===== src/rtl/core/etok_pkg.sv =====
// ----------------------------------------------------------------------------
// etok_pkg
// Shared token word type and kind codes for the expression tokenizer.
// ----------------------------------------------------------------------------
`default_nettype none

package etok_pkg;

    localparam int KIND_W  = 5;
    localparam int COORD_W = 16;
    localparam int LEN_W   = 6;
    localparam int MANT_W  = 64;

    // result queue
    localparam int QUEUE_DEPTH = 4;
    localparam int QPTR_W      = $clog2(QUEUE_DEPTH);
    localparam int QCNT_W      = $clog2(QUEUE_DEPTH + 1);

    localparam logic [KIND_W-1:0] KIND_EOF     = 5'd0;
    localparam logic [KIND_W-1:0] KIND_NUMBER  = 5'd1;
    localparam logic [KIND_W-1:0] KIND_IDENT   = 5'd2;
    localparam logic [KIND_W-1:0] KIND_PLUS    = 5'd3;
    localparam logic [KIND_W-1:0] KIND_MINUS   = 5'd4;
    localparam logic [KIND_W-1:0] KIND_STAR    = 5'd5;
    localparam logic [KIND_W-1:0] KIND_SLASH   = 5'd6;
    localparam logic [KIND_W-1:0] KIND_CARET   = 5'd7;
    localparam logic [KIND_W-1:0] KIND_LPAREN  = 5'd8;
    localparam logic [KIND_W-1:0] KIND_RPAREN  = 5'd9;
    localparam logic [KIND_W-1:0] KIND_ASSIGN  = 5'd10;
    localparam logic [KIND_W-1:0] KIND_EQ      = 5'd11;
    localparam logic [KIND_W-1:0] KIND_NE      = 5'd12;
    localparam logic [KIND_W-1:0] KIND_LT      = 5'd13;
    localparam logic [KIND_W-1:0] KIND_LE      = 5'd14;
    localparam logic [KIND_W-1:0] KIND_GT      = 5'd15;
    localparam logic [KIND_W-1:0] KIND_GE      = 5'd16;
    localparam logic [KIND_W-1:0] KIND_COMMA   = 5'd17;
    localparam logic [KIND_W-1:0] KIND_UNKNOWN = 5'd18;

    typedef struct packed {
        logic [KIND_W-1:0]  kind;
        logic [COORD_W-1:0] first_line;
        logic [COORD_W-1:0] first_column;
        logic [LEN_W-1:0]   text_length;
        logic [MANT_W-1:0]  mantissa;
        logic [LEN_W-1:0]   fraction_digits;
        logic               overflow;
        logic               last;
    } tok_t;

    // words offered to the result queue in one cycle
    typedef struct packed {
        logic first;
        logic second;
    } push_t;

endpackage

`default_nettype wire


===== src/rtl/core/etok_out_q.sv =====
// ----------------------------------------------------------------------------
// etok_out_q
// Small result queue: takes up to two words a cycle, gives one unless stalled.
// ----------------------------------------------------------------------------
`default_nettype none

module etok_out_q
(
    input  wire logic          clk,
    input  wire logic          rst_n,
    input  wire etok_pkg::push_t push,
    input  wire etok_pkg::tok_t  wr_first,
    input  wire etok_pkg::tok_t  wr_second,
    output logic               room,
    output logic               out_valid,
    input  wire logic          out_stall,
    output etok_pkg::tok_t     out_word
);

    etok_pkg::tok_t mem [etok_pkg::QUEUE_DEPTH];

    logic [etok_pkg::QPTR_W-1:0] head_reg, head_next;
    logic [etok_pkg::QPTR_W-1:0] tail_reg, tail_next;
    logic [etok_pkg::QCNT_W-1:0] count_reg, count_next;
    logic                        pop;
    logic [etok_pkg::QCNT_W-1:0] n_push;

    assign out_valid = (count_reg != '0);
    assign pop       = out_valid && !out_stall;
    assign out_word  = mem[head_reg];
    // two free slots needed, since one byte may give two words
    assign room      = (count_reg <= etok_pkg::QCNT_W'(etok_pkg::QUEUE_DEPTH - 2));

    always_comb
    begin
        n_push     = etok_pkg::QCNT_W'(push.first) + etok_pkg::QCNT_W'(push.second);
        tail_next  = tail_reg + etok_pkg::QPTR_W'(n_push);
        head_next  = pop ? head_reg + 1'b1 : head_reg;
        count_next = count_reg + n_push - etok_pkg::QCNT_W'(pop);
    end

    always_ff @(posedge clk)
    begin
        if (push.first)
        begin
            mem[tail_reg] <= wr_first;
        end
        if (push.second)
        begin
            mem[tail_reg + 1'b1] <= wr_second;
        end
    end

    always_ff @(posedge clk or negedge rst_n)
    begin
        if (!rst_n)
        begin
            head_reg  <= '0;
            tail_reg  <= '0;
            count_reg <= '0;
        end
        else
        begin
            head_reg  <= head_next;
            tail_reg  <= tail_next;
            count_reg <= count_next;
        end
    end

endmodule

`default_nettype wire


===== src/rtl/core/expression_tokenizer_core.sv =====
// ----------------------------------------------------------------------------
// expression_tokenizer_core
// Byte-stream tokenizer for arithmetic expressions with line/column tracking.
// ----------------------------------------------------------------------------
//  channel  direction  handshake          word
//  in       sink       in_valid/in_stall  ch (source byte, 0 ends source)
//  out      source     out_valid/out_stall kind, first_line, first_column,
//                                         text_length, mantissa,
//                                         fraction_digits, overflow, last
//
//  one byte is taken per cycle while in_stall is low; its token words are registered into the queue
//  a byte gives at most two words, out drains one word per cycle unless out_stall
//  is high, through a four-word queue
//  in_stall rises while fewer than two queue slots are free
//  reset puts the scanner idle at line 1, column 1 and empties the queue
// ----------------------------------------------------------------------------
`default_nettype none

module expression_tokenizer_core
#(
    parameter int TEXT_BUFFER = 64,
    parameter int COORD_BITS  = 16
)
(
    input  wire logic        clk,
    input  wire logic        rst_n,
    input  wire logic        in_valid,
    output logic             in_stall,
    input  wire logic [7:0]  ch,
    output logic             out_valid,
    input  wire logic        out_stall,
    output logic [4:0]       kind,
    output logic [15:0]      first_line,
    output logic [15:0]      first_column,
    output logic [5:0]       text_length,
    output logic [63:0]      mantissa,
    output logic [5:0]       fraction_digits,
    output logic             overflow,
    output logic             last
);

    localparam int KW = $clog2(TEXT_BUFFER);
    localparam logic [KW-1:0] KEEP_MAX = KW'(TEXT_BUFFER - 1);
    localparam int LW = etok_pkg::LEN_W;
    localparam int CW = etok_pkg::COORD_W;
    localparam int MW = etok_pkg::MANT_W;

    localparam logic [7:0] CH_NUL    = 8'h00;
    localparam logic [7:0] CH_LF     = 8'h0A;
    localparam logic [7:0] CH_DOT    = 8'h2E;
    localparam logic [7:0] CH_UNDER  = 8'h5F;
    localparam logic [7:0] CH_EQ     = 8'h3D;
    localparam logic [7:0] CH_BANG   = 8'h21;
    localparam logic [7:0] CH_LT     = 8'h3C;
    localparam logic [7:0] CH_GT     = 8'h3E;
    localparam logic [7:0] CH_PLUS   = 8'h2B;
    localparam logic [7:0] CH_MINUS  = 8'h2D;
    localparam logic [7:0] CH_STAR   = 8'h2A;
    localparam logic [7:0] CH_SLASH  = 8'h2F;
    localparam logic [7:0] CH_CARET  = 8'h5E;
    localparam logic [7:0] CH_LPAREN = 8'h28;
    localparam logic [7:0] CH_RPAREN = 8'h29;
    localparam logic [7:0] CH_COMMA  = 8'h2C;

    typedef enum logic [3:0] {
        MODE_IDLE     = 4'b0001,
        MODE_NUMBER   = 4'b0010,
        MODE_IDENT    = 4'b0100,
        MODE_OPERATOR = 4'b1000
    } mode_t;

    typedef enum logic [1:0] {
        PEND_EQ   = 2'd0,
        PEND_BANG = 2'd1,
        PEND_LT   = 2'd2,
        PEND_GT   = 2'd3
    } pend_t;

    mode_t                 mode_reg, mode_next;
    pend_t                 pend_reg, pend_next;
    logic                  seen_point_reg, seen_point_next;
    logic [COORD_BITS-1:0] line_reg, line_next;
    logic [COORD_BITS-1:0] col_reg, col_next;
    logic [COORD_BITS-1:0] tok_line_reg, tok_line_next;
    logic [COORD_BITS-1:0] tok_col_reg, tok_col_next;
    logic [KW-1:0]         kept_reg, kept_next;
    logic [MW-1:0]         value_reg, value_next;
    logic [KW-1:0]         point_reg, point_next;
    logic                  sat_reg, sat_next;

    logic                  in_fire;
    logic                  room;
    logic                  is_digit, is_alpha, is_space, is_word;
    logic                  keep;
    logic [3:0]            digit;
    logic [MW+3:0]         scaled;
    logic                  consumed, do_move;
    logic                  a_vld, b_vld;
    etok_pkg::tok_t        res_a, res_b;
    etok_pkg::tok_t        wr_first, wr_second;
    etok_pkg::push_t       push;
    etok_pkg::tok_t        out_word;

    // widened copies so any parameter value maps onto the fixed port widths
    logic [COORD_BITS+CW-1:0] tl_wide, tc_wide, ln_wide, cn_wide;
    logic [KW+LW-1:0]         kept_wide, point_wide;
    logic [CW-1:0]            tok_line_o, tok_col_o, line_o, col_o;
    logic [LW-1:0]            kept_o, point_o;

    assign in_stall = !room;
    assign in_fire  = in_valid && !in_stall;

    assign is_digit = (ch >= 8'h30) && (ch <= 8'h39);
    assign is_alpha = ((ch >= 8'h61) && (ch <= 8'h7A)) || ((ch >= 8'h41) && (ch <= 8'h5A));
    assign is_space = (ch == 8'h20) || ((ch >= 8'h09) && (ch <= 8'h0D));
    assign is_word  = is_alpha || is_digit || (ch == CH_UNDER);
    assign keep     = (kept_reg < KEEP_MAX);
    assign digit    = ch[3:0];
    // value * 10 + digit, with four guard bits for the saturation test
    assign scaled   = {value_reg, 3'b000} + {2'b00, value_reg, 1'b0}
                      + (MW+4)'(digit);

    assign tl_wide    = {{CW{1'b0}}, tok_line_reg};
    assign tc_wide    = {{CW{1'b0}}, tok_col_reg};
    assign ln_wide    = {{CW{1'b0}}, line_reg};
    assign cn_wide    = {{CW{1'b0}}, col_reg};
    assign kept_wide  = {{LW{1'b0}}, kept_reg};
    assign point_wide = {{LW{1'b0}}, point_reg};
    assign tok_line_o = tl_wide[CW-1:0];
    assign tok_col_o  = tc_wide[CW-1:0];
    assign line_o     = ln_wide[CW-1:0];
    assign col_o      = cn_wide[CW-1:0];
    assign kept_o     = kept_wide[LW-1:0];
    assign point_o    = point_wide[LW-1:0];

    always_comb
    begin
        mode_next       = mode_reg;
        pend_next       = pend_reg;
        seen_point_next = seen_point_reg;
        line_next       = line_reg;
        col_next        = col_reg;
        tok_line_next   = tok_line_reg;
        tok_col_next    = tok_col_reg;
        kept_next       = kept_reg;
        value_next      = value_reg;
        point_next      = point_reg;
        sat_next        = sat_reg;
        consumed        = 1'b0;
        do_move         = 1'b0;
        a_vld           = 1'b0;
        b_vld           = 1'b0;
        res_a           = '0;
        res_b           = '0;
        res_a.first_line   = tok_line_o;
        res_a.first_column = tok_col_o;

        if (in_fire)
        begin
            // first: extend or close the token in progress
            case (mode_reg)
                MODE_NUMBER:
                begin
                    if (is_digit || ((ch == CH_DOT) && !seen_point_reg))
                    begin
                        consumed = 1'b1;
                        do_move  = 1'b1;
                        if (ch == CH_DOT)
                        begin
                            seen_point_next = 1'b1;
                        end
                        else if (keep)
                        begin
                            if (!sat_reg)
                            begin
                                if (|scaled[MW+3:MW])
                                begin
                                    value_next = '1;
                                    sat_next   = 1'b1;
                                end
                                else
                                begin
                                    value_next = scaled[MW-1:0];
                                end
                            end
                            if (seen_point_reg)
                            begin
                                point_next = point_reg + 1'b1;
                            end
                        end
                        if (keep)
                        begin
                            kept_next = kept_reg + 1'b1;
                        end
                    end
                    else
                    begin
                        a_vld                 = 1'b1;
                        res_a.kind            = etok_pkg::KIND_NUMBER;
                        res_a.text_length     = kept_o;
                        res_a.mantissa        = value_reg;
                        res_a.fraction_digits = point_o;
                        res_a.overflow        = sat_reg;
                        mode_next             = MODE_IDLE;
                    end
                end
                MODE_IDENT:
                begin
                    if (is_word)
                    begin
                        consumed = 1'b1;
                        do_move  = 1'b1;
                        if (keep)
                        begin
                            kept_next = kept_reg + 1'b1;
                        end
                    end
                    else
                    begin
                        a_vld             = 1'b1;
                        res_a.kind        = etok_pkg::KIND_IDENT;
                        res_a.text_length = kept_o;
                        mode_next         = MODE_IDLE;
                    end
                end
                MODE_OPERATOR:
                begin
                    a_vld     = 1'b1;
                    mode_next = MODE_IDLE;
                    if (ch == CH_EQ)
                    begin
                        consumed          = 1'b1;
                        do_move           = 1'b1;
                        res_a.text_length = LW'(2);
                        case (pend_reg)
                            PEND_EQ:   res_a.kind = etok_pkg::KIND_EQ;
                            PEND_BANG: res_a.kind = etok_pkg::KIND_NE;
                            PEND_LT:   res_a.kind = etok_pkg::KIND_LE;
                            PEND_GT:   res_a.kind = etok_pkg::KIND_GE;
                            default:   res_a.kind = etok_pkg::KIND_EQ;
                        endcase
                    end
                    else
                    begin
                        res_a.text_length = LW'(1);
                        case (pend_reg)
                            PEND_EQ:   res_a.kind = etok_pkg::KIND_ASSIGN;
                            PEND_BANG: res_a.kind = etok_pkg::KIND_UNKNOWN;
                            PEND_LT:   res_a.kind = etok_pkg::KIND_LT;
                            PEND_GT:   res_a.kind = etok_pkg::KIND_GT;
                            default:   res_a.kind = etok_pkg::KIND_ASSIGN;
                        endcase
                    end
                end
                default:
                begin
                    mode_next = MODE_IDLE;
                end
            endcase

            // then: a byte not taken by the old token is handled from idle
            if (!consumed)
            begin
                res_b.first_line   = line_o;
                res_b.first_column = col_o;
                if (ch == CH_NUL)
                begin
                    b_vld      = 1'b1;
                    res_b.kind = etok_pkg::KIND_EOF;
                    line_next  = COORD_BITS'(1);
                    col_next   = COORD_BITS'(1);
                end
                else if (is_space)
                begin
                    do_move = 1'b1;
                end
                else
                begin
                    do_move       = 1'b1;
                    tok_line_next = line_reg;
                    tok_col_next  = col_reg;
                    if (is_digit)
                    begin
                        mode_next       = MODE_NUMBER;
                        kept_next       = KW'(1);
                        value_next      = MW'(digit);
                        point_next      = '0;
                        seen_point_next = 1'b0;
                        sat_next        = 1'b0;
                    end
                    else if (is_alpha || (ch == CH_UNDER))
                    begin
                        mode_next = MODE_IDENT;
                        kept_next = KW'(1);
                    end
                    else if (ch == CH_EQ)
                    begin
                        mode_next = MODE_OPERATOR;
                        pend_next = PEND_EQ;
                    end
                    else if (ch == CH_BANG)
                    begin
                        mode_next = MODE_OPERATOR;
                        pend_next = PEND_BANG;
                    end
                    else if (ch == CH_LT)
                    begin
                        mode_next = MODE_OPERATOR;
                        pend_next = PEND_LT;
                    end
                    else if (ch == CH_GT)
                    begin
                        mode_next = MODE_OPERATOR;
                        pend_next = PEND_GT;
                    end
                    else
                    begin
                        b_vld             = 1'b1;
                        res_b.text_length = LW'(1);
                        case (ch)
                            CH_PLUS:   res_b.kind = etok_pkg::KIND_PLUS;
                            CH_MINUS:  res_b.kind = etok_pkg::KIND_MINUS;
                            CH_STAR:   res_b.kind = etok_pkg::KIND_STAR;
                            CH_SLASH:  res_b.kind = etok_pkg::KIND_SLASH;
                            CH_CARET:  res_b.kind = etok_pkg::KIND_CARET;
                            CH_LPAREN: res_b.kind = etok_pkg::KIND_LPAREN;
                            CH_RPAREN: res_b.kind = etok_pkg::KIND_RPAREN;
                            CH_COMMA:  res_b.kind = etok_pkg::KIND_COMMA;
                            default:   res_b.kind = etok_pkg::KIND_UNKNOWN;
                        endcase
                    end
                end
            end

            // position moves once per byte other than the end byte, saturating
            if (do_move)
            begin
                if (ch == CH_LF)
                begin
                    if (!(&line_reg))
                    begin
                        line_next = line_reg + 1'b1;
                    end
                    col_next = COORD_BITS'(1);
                end
                else if (!(&col_reg))
                begin
                    col_next = col_reg + 1'b1;
                end
            end
        end

        if (b_vld)
        begin
            res_b.last = 1'b1;
        end
        else
        begin
            res_a.last = 1'b1;
        end

        push.first  = a_vld || b_vld;
        push.second = a_vld && b_vld;
        wr_first    = a_vld ? res_a : res_b;
        wr_second   = res_b;
    end

    always_ff @(posedge clk or negedge rst_n)
    begin
        if (!rst_n)
        begin
            mode_reg       <= MODE_IDLE;
            pend_reg       <= PEND_EQ;
            seen_point_reg <= 1'b0;
            line_reg       <= COORD_BITS'(1);
            col_reg        <= COORD_BITS'(1);
            tok_line_reg   <= COORD_BITS'(1);
            tok_col_reg    <= COORD_BITS'(1);
            kept_reg       <= '0;
            value_reg      <= '0;
            point_reg      <= '0;
            sat_reg        <= 1'b0;
        end
        else
        begin
            mode_reg       <= mode_next;
            pend_reg       <= pend_next;
            seen_point_reg <= seen_point_next;
            line_reg       <= line_next;
            col_reg        <= col_next;
            tok_line_reg   <= tok_line_next;
            tok_col_reg    <= tok_col_next;
            kept_reg       <= kept_next;
            value_reg      <= value_next;
            point_reg      <= point_next;
            sat_reg        <= sat_next;
        end
    end

    etok_out_q u_out_q
    (
        .clk       (clk),
        .rst_n     (rst_n),
        .push      (push),
        .wr_first  (wr_first),
        .wr_second (wr_second),
        .room      (room),
        .out_valid (out_valid),
        .out_stall (out_stall),
        .out_word  (out_word)
    );

    assign kind            = out_word.kind;
    assign first_line      = out_word.first_line;
    assign first_column    = out_word.first_column;
    assign text_length     = out_word.text_length;
    assign mantissa        = out_word.mantissa;
    assign fraction_digits = out_word.fraction_digits;
    assign overflow        = out_word.overflow;
    assign last            = out_word.last;

endmodule

`default_nettype wire


===== config.mk =====
export PLATFORM = sky130hd
export DESIGN_NAME = expression_tokenizer_core
export DESIGN_NICKNAME = d
export VERILOG_FILES = /design/src/rtl/core/etok_pkg.sv /design/src/rtl/core/etok_out_q.sv /design/src/rtl/core/expression_tokenizer_core.sv
export SDC_FILE = /design/constraint.sdc
export NUM_CORES = 1
export LEC_CHECK = 0
export BUFFER_PORTS_ARGS = -buffer_cell sky130_fd_sc_hd__buf_4
export CORE_MARGIN = 2
export CORE_UTILIZATION = 55
export DETAILED_ROUTE_END_ITERATION = 8
export PLACE_DENSITY = 0.75
export SLEW_MARGIN = 30
export SYNTH_ARGS = -nofsm -noshare
export SYNTH_HDL_FRONTEND = slang
export SYNTH_SLANG_ARGS = --single-unit
export TNS_END_PERCENT = 100

===== constraint.sdc =====
create_clock -name clk -period 4.2 [get_ports clk]
set_clock_uncertainty 0.05 [all_clocks]
set_input_delay 0.63 -clock clk [delete_from_list [all_inputs] [get_ports clk]]
set_output_delay 0.63 -clock clk [all_outputs]
set_load 0.05 [all_outputs]

==> flow_summary_export.csv <==
group,metric,value,unit
layout,n_fill_cell,4279,
critical_path,timing_worst_setup_path_type,"register to register",
synthesis,ys.flop_type,"dfxtp_1",
clocking,cts_buffers,66,
floorplan,initial_utilization,0.5545,
placement,detailedPlace.worstSlack,-0.3492,ns
global_routing,grt_max_degree,173,
clocking,cts_root_buffer,"clkbuf_16",
sta,setup_viol,41,
critical_path,end_kind,"register",
clocking,cts.sinks,615,
clocking,worstSkewPairLatency,0.61,ns
clocking,clockBufferDepth,3,
power,power.switching,6432,uW
layout,multi_input_area,0.01555,mm2
synthesis,synth-seq-cells,615,
critical_path,critical_path.slowest_cell,"fa_1",
synthesis,async_flop_share,0.2520,
global_routing,use_met3,0.04320,
global_routing,antenna_found_initial,2,
global_routing,grt_busiest_layer,"met2",
clocking,holdBufCountCts,0,
clocking,cts_tree,"yes",
synthesis,ys_types,90,
routing,vias,25142,
power,power_frac_seq,0.385,
global_routing,grt_use_met2,0.5191,
global_routing,grt_pass1_wl,139.2,mm
routing,drtIter0Drc,2508,
floorplan,fp.dieH,242.2,um
sta,hold_viol_final,3,
routing,routedWlPerCell,24.56,um
layout,diodes,0,
synthesis,ys_seq_area_frac,0.4696,
synthesis,yosys-top-cells-count,"a32o_1, dfxtp_1, nand2_1",
routing,drc,0,
routing,drt-vias-per-instance,6.966,
layout,largest_reg_flops,460,
power,p_per_area,506.8,mW/mm2
synthesis,syn_inst,2742,
sta,worst_pin_slew,1.039,ns
critical_path,critical_path.cell_chain,"fa_1 -> inv_1 -> fa_2 -> and2b_1 -> o2111ai_2 -> a2111oi_4 -> nor3_2 -> or4b_4 -> a2111oi_4 -> o21a_2 -> o22a_4 -> a21oi_4 -> buf_12 -> buf_12 -> a221o_1",
global_routing,gr-total-overflow,0,
critical_path,critPathLaunchType,"register",
clocking,clkTransAtPathRegs,0.06,ns
synthesis,avgSynthCellArea,11.38,um2
floorplan,die_width,242.2,um
critical_path,worstPathMaxFanout,15,
synthesis,synth_top_area_share,0.1950,
routing,firstDrtPassIters,8,
floorplan,core-area,0.05628,mm2
critical_path,cp.required,4.63,ns
layout,drive_above_1_share,0.1970,
synthesis,synth_most_common_cell,"a32o_1",
placement,gp_congestion,0.9384,
power,p_int,11850,uW
synthesis,synth_top_area_cell,"dfxtp_1",
sta,setup_slack,-0.1054,ns
floorplan,die_area,0.05867,mm2
synthesis,synth_edf_count,156,
sta,setup_tns,-3.108,ns
sta,rsz0062_at_grt,"yes",
power,netSwitchingFraction,0.3518,
layout,nets,2959,
routing,drt-total-wl,88.63,mm
clocking,htreeDepth,3,
placement,dp_cells,3478,
layout,instances_no_fill,3609,
global_routing,grt_usage,0.2955,
layout,seq_area,0.01466,mm2
sta,min_period,4.305,ns
synthesis,synthesis.area,0.03121,mm2
outcome,violations,"hold timing, setup timing",
power,irDropWorstVdd,0.4156,mV
routing,ant_nets,0,
outcome,status,"complete, but fails checks",
synthesis,synth_nets,2901,
global_routing,first_global_vias,24919,
power,clkPwrFrac,0.324,
synthesis,ys_top_cells_by_area,"dfxtp_1, edfxtp_1, a32o_1",
power,leakage,0.01410,uW
placement,numPortBuffers,128,
placement,hpwl,56.09,mm
critical_path,cp.arrival,4.74,ns
power,pwr-share-comb,0.291,
sta,slew_headroom,0.3071,
layout,area_growth,15.60,%
flow_run,cap_viol_max_count,0,
floorplan,std_cell_rows,87,
sta,post-route-period-util,1.025,
min_path,hold_path.class,"input port to async pin",
critical_path,cpPeakStageDelay,0.54,ns
sta,fmax,232.3,MHz
global_routing,use_met1,0.3692,
sta,drv_slew,0,
floorplan,top_level_ports,129,
synthesis,yosys_warnings,0,
sta,whs,-0.01470,ns
==> through the flow <==
| step | power (uW) | utilization | instance area (um2) |
|---|---|---|---|
| after CTS | 18310 | 0.6374 | 35870 |
| after floorplan | 10540 | - | 31320 |
| after global routing | 18950 | 0.6410 | 36080 |
| after detailed placement | 12430 | 0.5979 | 33650 |
| final | 18280 | 0.6410 | 36080 |
| after global placement | 12330 | 0.5979 | 33650 |
==> per-layer routing <==
layer / part of all wire / routed length (um)
met1: 0.39 / 34350
met2: 0.51 / 44950
met3: 0.074 / 6532
met4: 0.031 / 2774
met5: 0.00027 / 24
==> power by group through the flow <==
stage,registers (uW),logic (uW),clock network [uW]
2_1_floorplan,6830,3710,0
3_3_place_gp,7130,5200,0
3_5_place_dp,7160,5270,0
4_1_cts,7040,5280,5990
5_1_grt,7100,5600,6250
6_report,7040,5330,5920
==> final timing paths <==
path,startpoint,to,slack [ns],cells after the start
hold / removal,rst_n,tok_col_o[15],-0.01,1
setup reg to reg,value_reg[0],value_reg[16],-0.11,15
min in group clk,out_stall,u_out_q.head_reg[0],0.28,3
hold reg to reg,u_out_q.mem[1][39],u_out_q.mem[1][39],0.41,1
max in group asynchronous,rst_n,value_reg[54],3.13,2
setup / recovery,value_reg[0],value_reg[16],-0.11,15
==> placed cells by master (no fill, tap or decap), types with 8 or more instances in the layout <==
| cell | synthesis | final |
|---|---|---|
| a211oi_1 | 13 | 12 |
| a21o_1 | 23 | 23 |
| a21oi_1 | 110 | 109 |
| a221o_1 | 49 | 49 |
| a22oi_1 | 8 | 8 |
| a31oi_1 | 13 | 13 |
| a32o_1 | 429 | 429 |
| and2_1 | 10 | 9 |
| and3_1 | 17 | 17 |
| buf_12 | 0 | 41 |
| buf_4 | 3 | 215 |
| clkbuf_1 | 221 | 15 |
| clkbuf_16 | 0 | 70 |
| clkinv_2 | 0 | 12 |
| dfrtp_1 | 150 | 148 |
| dfxtp_1 | 304 | 304 |
| edfxtp_1 | 156 | 156 |
| ha_1 | 144 | 142 |
| inv_1 | 44 | 39 |
| mux4_2 | 115 | 115 |
| nand2_1 | 236 | 236 |
| nand3_1 | 42 | 42 |
| nand3b_1 | 8 | 8 |
| nand4_1 | 31 | 31 |
| nor2_1 | 131 | 122 |
| nor3_1 | 41 | 35 |
| o21a_1 | 8 | 8 |
| o21ai_0 | 104 | 103 |
| o21bai_1 | 8 | 8 |
| o22ai_1 | 22 | 22 |
| o31ai_1 | 12 | 12 |
| or3_1 | 15 | 15 |
| xnor2_1 | 36 | 36 |
| xor2_1 | 47 | 47 |
==> worst max-delay path: cells and delay by family, from the launching register on <==
kind                     cells  cell delay (ns)
flip-flops                   1             0.42
AND/OR/NAND/NOR              3             0.86
adder cells (fa/ha/maj)      2             0.87
AO/OA/AOI/OAI                7             1.58
buffers and inverters        3             0.39
==> logic make-up after synthesis <==
| group | count (synthesis) | synth area share |
|---|---|---|
| and+or+nand+nor | 579 | 0.08596 |
| buffers and inverters | 317 | 0.04061 |
| muxes | 123 | 0.08572 |
| DFF | 615 | 0.4696 |
| AOI/OAI and AO/OA | 878 | 0.2352 |
| adders and majority gates | 147 | 0.05966 |
| xor gates and xnor gates | 83 | 0.02329 |
==> what timing repair did <==
item                       in CTS  in global routing
pin swaps                       1                 10
cloned                          0                  3
setup endpoints to repair      51                 65
gates resized for setup         1                 17
setup buffers                   1                  6
==> layout make-up <==
cell class | instances | share of cell area
well taps | 756 | 0.02622
repair buffers | 262 | 0.07013
flip-flops and latches | 615 | 0.4064
clock inverters | 32 | 0.01016
inverters | 45 | 0.005098
clock buffers | 89 | 0.05102
multi-input cells | 1810 | 0.4309
Power figures use the tool's default switching activity.
